### src/sv/vox_pkg.sv
package vox_pkg;

   // Grid size: the coordinate fields and the entry index follow from these.
   localparam int GRID_X_BITS = 5;
   localparam int GRID_Y_BITS = 5;
   localparam int GRID_Z_BITS = 3;
   localparam int IDX_BITS    = GRID_X_BITS + GRID_Y_BITS + GRID_Z_BITS;

   typedef struct packed {
      logic [1:0]  req_type;
      logic [GRID_X_BITS-1:0] voxel_x;
      logic [GRID_Y_BITS-1:0] voxel_y;
      logic [GRID_Z_BITS-1:0] voxel_z;
      logic [31:0] stamp_ticks;
      logic [15:0] view_id;
   } req_word_type;

   typedef struct packed {
      logic        known;
      logic        occupied;
      logic        free_flag;
      logic        dyn_suspect;
      logic        static_cand;
      logic signed [15:0] log_odds_out;
      logic [15:0] hit_total;
      logic [15:0] miss_total;
   } rsp_word_type;

   typedef enum logic [1:0] {
      REQ_HIT   = 2'd0,
      REQ_MISS  = 2'd1,
      REQ_QUERY = 2'd2,
      REQ_SPARE = 2'd3
   } req_code_type;

   localparam logic [2:0] CSR_HIT_INC   = 3'd0;
   localparam logic [2:0] CSR_MISS_INC  = 3'd1;
   localparam logic [2:0] CSR_OCC_THR   = 3'd2;
   localparam logic [2:0] CSR_FREE_THR  = 3'd3;
   localparam logic [2:0] CSR_FLOOR     = 3'd4;
   localparam logic [2:0] CSR_CEILING   = 3'd5;
   localparam logic [2:0] CSR_MIN_HITS  = 3'd6;
   localparam logic [2:0] CSR_MIN_LIFE  = 3'd7;

   typedef struct packed {
      logic signed [15:0] hit_inc;
      logic signed [15:0] miss_inc;
      logic signed [15:0] occ_thr;
      logic signed [15:0] free_thr;
      logic signed [15:0] floor_lo;
      logic signed [15:0] ceil_hi;
      logic [15:0]        min_hits;
      logic [31:0]        min_life;
   } cfg_type;

   // Controller to datapath commands.
   typedef struct packed {
      logic clear;     // clear one valid bit of the clearing pass
      logic capture;   // latch request and issue store read
      logic compute;   // read data is back: work out the new entry
      logic commit;    // write entry and load result register
   } cmd_type;

   // Datapath to controller status.
   typedef struct packed {
      logic clear_done;
   } sts_type;

endpackage

### src/sv/vox_ctrl.sv
module vox_ctrl (
   input  logic             clock,
   input  logic             reset,
   input  logic             req_valid,
   output logic             req_stall,
   output logic             rsp_valid,
   input  logic             rsp_stall,
   input  vox_pkg::sts_type sts,
   output vox_pkg::cmd_type cmd
);

   typedef enum logic [4:0] {
      ST_CLEAR   = 5'b00001,
      ST_IDLE    = 5'b00010,
      ST_READ    = 5'b00100,
      ST_COMPUTE = 5'b01000,
      ST_COMMIT  = 5'b10000
   } state_type;

   state_type state_ff, state_in;
   logic      rsp_valid_ff, rsp_valid_in;
   logic      take;

   // A new word may enter while the previous result still waits, as long as
   // it is gone by the time this one commits.
   assign take      = req_valid && (state_ff == ST_IDLE);
   assign req_stall = (state_ff != ST_IDLE);
   assign rsp_valid = rsp_valid_ff;

   always_comb begin
      state_in     = state_ff;
      rsp_valid_in = rsp_valid_ff && rsp_stall;
      cmd          = '0;
      unique case (state_ff)
         ST_CLEAR: begin
            cmd.clear = 1'b1;
            if (sts.clear_done) state_in = ST_IDLE;
         end
         ST_IDLE: begin
            if (take) begin
               cmd.capture = 1'b1;
               state_in    = ST_READ;
            end
         end
         ST_READ: begin
            state_in = ST_COMPUTE;
         end
         ST_COMPUTE: begin
            cmd.compute = 1'b1;
            state_in    = ST_COMMIT;
         end
         ST_COMMIT: begin
            if (!(rsp_valid_ff && rsp_stall)) begin
               cmd.commit   = 1'b1;
               rsp_valid_in = 1'b1;
               state_in     = ST_IDLE;
            end
         end
         default: state_in = ST_CLEAR;
      endcase
   end

   always_ff @(posedge clock) begin
      if (reset) begin
         state_ff     <= ST_CLEAR;
         rsp_valid_ff <= 1'b0;
      end else begin
         state_ff     <= state_in;
         rsp_valid_ff <= rsp_valid_in;
      end
   end

endmodule

### config.mk
export PLATFORM = sky130hd
export DESIGN_NAME = vox_ctrl
export DESIGN_NICKNAME = d
export VERILOG_FILES = /design/src/sv/vox_pkg.sv /design/src/sv/vox_ctrl.sv
export SDC_FILE = /design/constraint.sdc
export NUM_CORES = 1
export LEC_CHECK = 0
export ABC_AREA = 1
export BUFFER_PORTS_ARGS = -buffer_cell sky130_fd_sc_hd__buf_2
export CAP_MARGIN = 20
export CORE_AREA = 2 2 39 41
export CTS_CLUSTER_DIAMETER = 80
export CTS_CLUSTER_SIZE = 14
export DETAILED_ROUTE_END_ITERATION = 10
export DIE_AREA = 0 0 41 43
export PLACE_DENSITY = 0.49
export REMOVE_ABC_BUFFERS = 1
export SLEW_MARGIN = 20
export SYNTH_ARGS = -nofsm -noshare
export SYNTH_HDL_FRONTEND = slang
export SYNTH_SLANG_ARGS = --single-unit
### constraint.sdc
create_clock -name clock -period 1.1 [get_ports clock]
set_clock_uncertainty 0.15 [all_clocks]
set_input_delay 0.11 -clock clock [delete_from_list [all_inputs] [get_ports clock]]
set_output_delay 0.11 -clock clock [all_outputs]
set_load 0.02 [all_outputs]
# Word level (Yosys, flattened, before mapping)
# Index checks and enable logic that the tools add are counted.
# word_totals
reg_bits	6
inputBits	5
output_inout_bits	6
word_cells	25
# op_classes
n_eq_ne	9
mux	11
reduce_logical	3
# ops
operator	n
$pmux 5 s5	1
$mux 5	3
$mux 1	7
$ne 2x2->1 const B	3
$eq 5x1->1 const B	1
$eq 5x2->1 const B	1
$eq 5x3->1 const B	1
$eq 5x4->1 const B	1
$eq 5x5->1 const B	1
$ne 5x2->1 const B	1
$reduce_and 3->1	1
$logic_and 1x1->1	2

# Longest topological paths before layout
# depth
ltp_word	4
mapped_depth	7
depth_no_buf	7

# Least setup slack after synthesis
# OpenSTA, ideal clock, no wires.
# synth_path
path_type	register to output
start	register state_ff[3]
end	output cmd[2] in the netlist's numbering
t_arrival_ns	1.126
t_required_ns	0.840
setup_slack_ns	-0.286
path_stages_with_launch	4
path_buffers	0
path_cell_list	dfxtp_1 > nor2_4 > nand3_1 > nor2_1
# synth_lines
item	line	rtl
start: declaration	vox_ctrl.sv:20	state_type state_ff, state_in;
start signal: assignment	vox_ctrl.sv:68	state_ff <= state_in;
end: declaration	vox_ctrl.sv:9	output vox_pkg::cmd_type cmd

==> reports/results.ini <==
[detailed_routing]
routed_via_density=4.43
ant_nets=0
routed_wl_mm=1.04
drt_iter0_drc=8
drcViolationCount=0
post_drt_wl_per_cell_um=11.0
drt_first_pass_iters=4
num_vias=416

[global_route]
grt-ovfl-total=0
grt_pass1_vias=393
grt_max_degree=6
grt_pass1_wl_mm=1.62
antenna_found_initial=0
grt_usage_pct=14.5

[power_and_ir_drop]
seq_power_share_pct=31.7
power.internal_mw=0.558
p_comb_share_pct=43.6
power_frac_clock_pct=24.7
peakVddDrop_mv=0.440
power_leakage_nw=0.341
swShare_pct=34.3
power.switching_mw=0.291
power.density_nw_per_um2=1190

[worst_hold_path]
hp-class=input port to flip-flop

[cts]
path_clk_slew_ps=50
clkLatencyLatePin_ps=250
htreeDepth=1
cts_tree=built
cts_buffers=3
cts_hold_buffers=2
clockBufferDepth=2
cts_sinks=6
cts_root_buf=clkbuf_4

[floorplanning]
coreArea_um2=1380
dieArea_um2=1760
die_h_um=43
die_width_um=41
std_cell_rows=14
start_util_pct=24.3
num_io_pins=11

[critical_path]
crit_family=flip-flops
cpPeakStageDelay_ps=340
crit_top_cell=buf_6
worst_setup_path_start_kind=flip-flop
rrSetupSlack_ps=-240
path_class=flip-flop to output pin
critPathMaxFanout=4
end_kind=output pin
crit_chain=nor2_4 > buf_6 > nand3_4 > inv_2 > buf_6
crit_arrival_ps=1130
critPathSlowestCell=dfxtp_2
crit_buf_inv=3
required_ps=840

[finish]
n_antenna_cell=0
multi_input_area_um2=268
fill_cells=131
area_delta_synth_final_pct=113
layout_common_cells=10 x buf_4, 10 x buf_6, 7 x inv_1, 7 x nor2_1, 6 x nor2_4
instances_no_fill=94
drive_gt1_share_pct=69.2
layout.nets=85
seqCellArea_um2=131

[yosys]
syn_area_um2=337
synthTopCellsByArea=dfxtp_1 36%, inv_1 11%, nor2_1 11%, nand3_1 10%, nor2_4 6.7%
synth-seq-cells=6
yosysSeqAreaShare_pct=35.7
yosysUniqueCellTypes=14
synth_top_area_share_pct=35.7
synth.largest_area_cell=dfxtp_1
syn_inst=49
syn_avg_cell_area_um2=6.87
ys.warnings.count=0

[timing]
setup_ws_ps=-288
period_share_pct=126
slew_viol_final=0
period_minus_slack_ps=1390
fin_hold_ws_ps=-14.8
setup_viol=9
hold_violations=1
worstMarginPinSlew_ps=203
rsz0062_at_grt=yes
slew-limit-headroom_pct=86.4
max_clock_freq_mhz=720
finalSetupTns_ps=-1970

[place]
place_ws_ps=-122
place_inst=78
portBuffers=10
dp_hpwl_um=604
gp_congestion=0.762

[job]
drv_cap=0

[run_status]
status=complete, but fails checks
violations=negative hold slack, negative setup slack

[worst paths after layout]
path                                   end                      from  depth (start not counted)
setup reg to reg  state_ff[1]$_SDFFE_PP0P_  state_ff[3]$_SDFFE_PP0P_                          8
setup / recovery                    cmd[3]  state_ff[3]$_SDFFE_PP0P_                          5
hold reg to reg       rsp_valid$_SDFF_PP0_      rsp_valid$_SDFF_PP0_                          2
hold / removal        rsp_valid$_SDFF_PP0_                 rsp_stall                          3
[sequential cells by signal (all words and copies together) (netlist names)]
signal,count
state_ff,5
rsp_valid,1
[power by group through the flow]
| stage | registers, mW | logic (mW) | clock network [mW] |
|---|---|---|---|
| 2_1_floorplan | 0.252 | 0.123 | 0 |
| 3_3_place_gp | 0.254 | 0.183 | 0 |
| 3_5_place_dp | 0.254 | 0.181 | 0 |
| 4_1_cts | 0.268 | 0.327 | 0.220 |
| 5_1_grt | 0.271 | 0.400 | 0.238 |
| 6_report | 0.269 | 0.370 | 0.210 |
[Yosys cell counts, drive strengths merged]
cell / count
inv: 11
nand4: 3
dfxtp: 6
a21oi: 1
nand3: 8
nor3: 1
nor2: 14
nand2: 4
buf: 1
[timing repair]
action / in CTS / in global routing
setup buffers: 13 / 2
pin swaps: 13 / 11
setup endpoints to repair: 9 / 11
hold endpoints to repair: 4 / 1
resized for setup: 32 / 14
[metrics by stage]
step / total power [mW] / hold slack, ps / cell area (um2) / util (%)
final: 0.849 / -14.8 / 716 / 51.7
after floorplan: 0.375 / 29.1 / 329 / -
after detailed placement: 0.436 / 212 / 429 / 31.0
after global placement: 0.436 / 215 / 429 / 31.0
after CTS: 0.814 / -29.7 / 652 / 47.1
after global routing: 0.910 / -20.3 / 716 / 51.7
[cell type report]
cell class / count / area share, %
Inverter: 11 / 5.77
Tap cell: 16 / 2.80
Clock buffer: 3 / 3.15
Timing Repair Buffer: 27 / 32.5
Multi-Input combinational cell: 31 / 37.4
Sequential cell: 6 / 18.4
[cell families after synthesis]
family	after synthesis	synth area share, %
buf+inv	12	14.5
flops	6	35.7
compound gates	1	1.49
simple gates	30	48.3
[metal layers]
metal | part of all wire (%) | GRT usage, %
met1 | 39 | 15.7
met5 | 0 | 0
met2 | 54 | 22.5
met4 | 1.3 | 10.0
met3 | 5.1 | 4.71
[worst register-to-register path, cell delays in order, from the launching register on]
cell	delay, ps
dfxtp_2	340
nor2_4	160
buf_6	140
buf_4	100
buf_6	80
nand4_4	90
nand3_2	90
nor2_1	40
nor2_1	70
(Power assumes the default switching activity.)
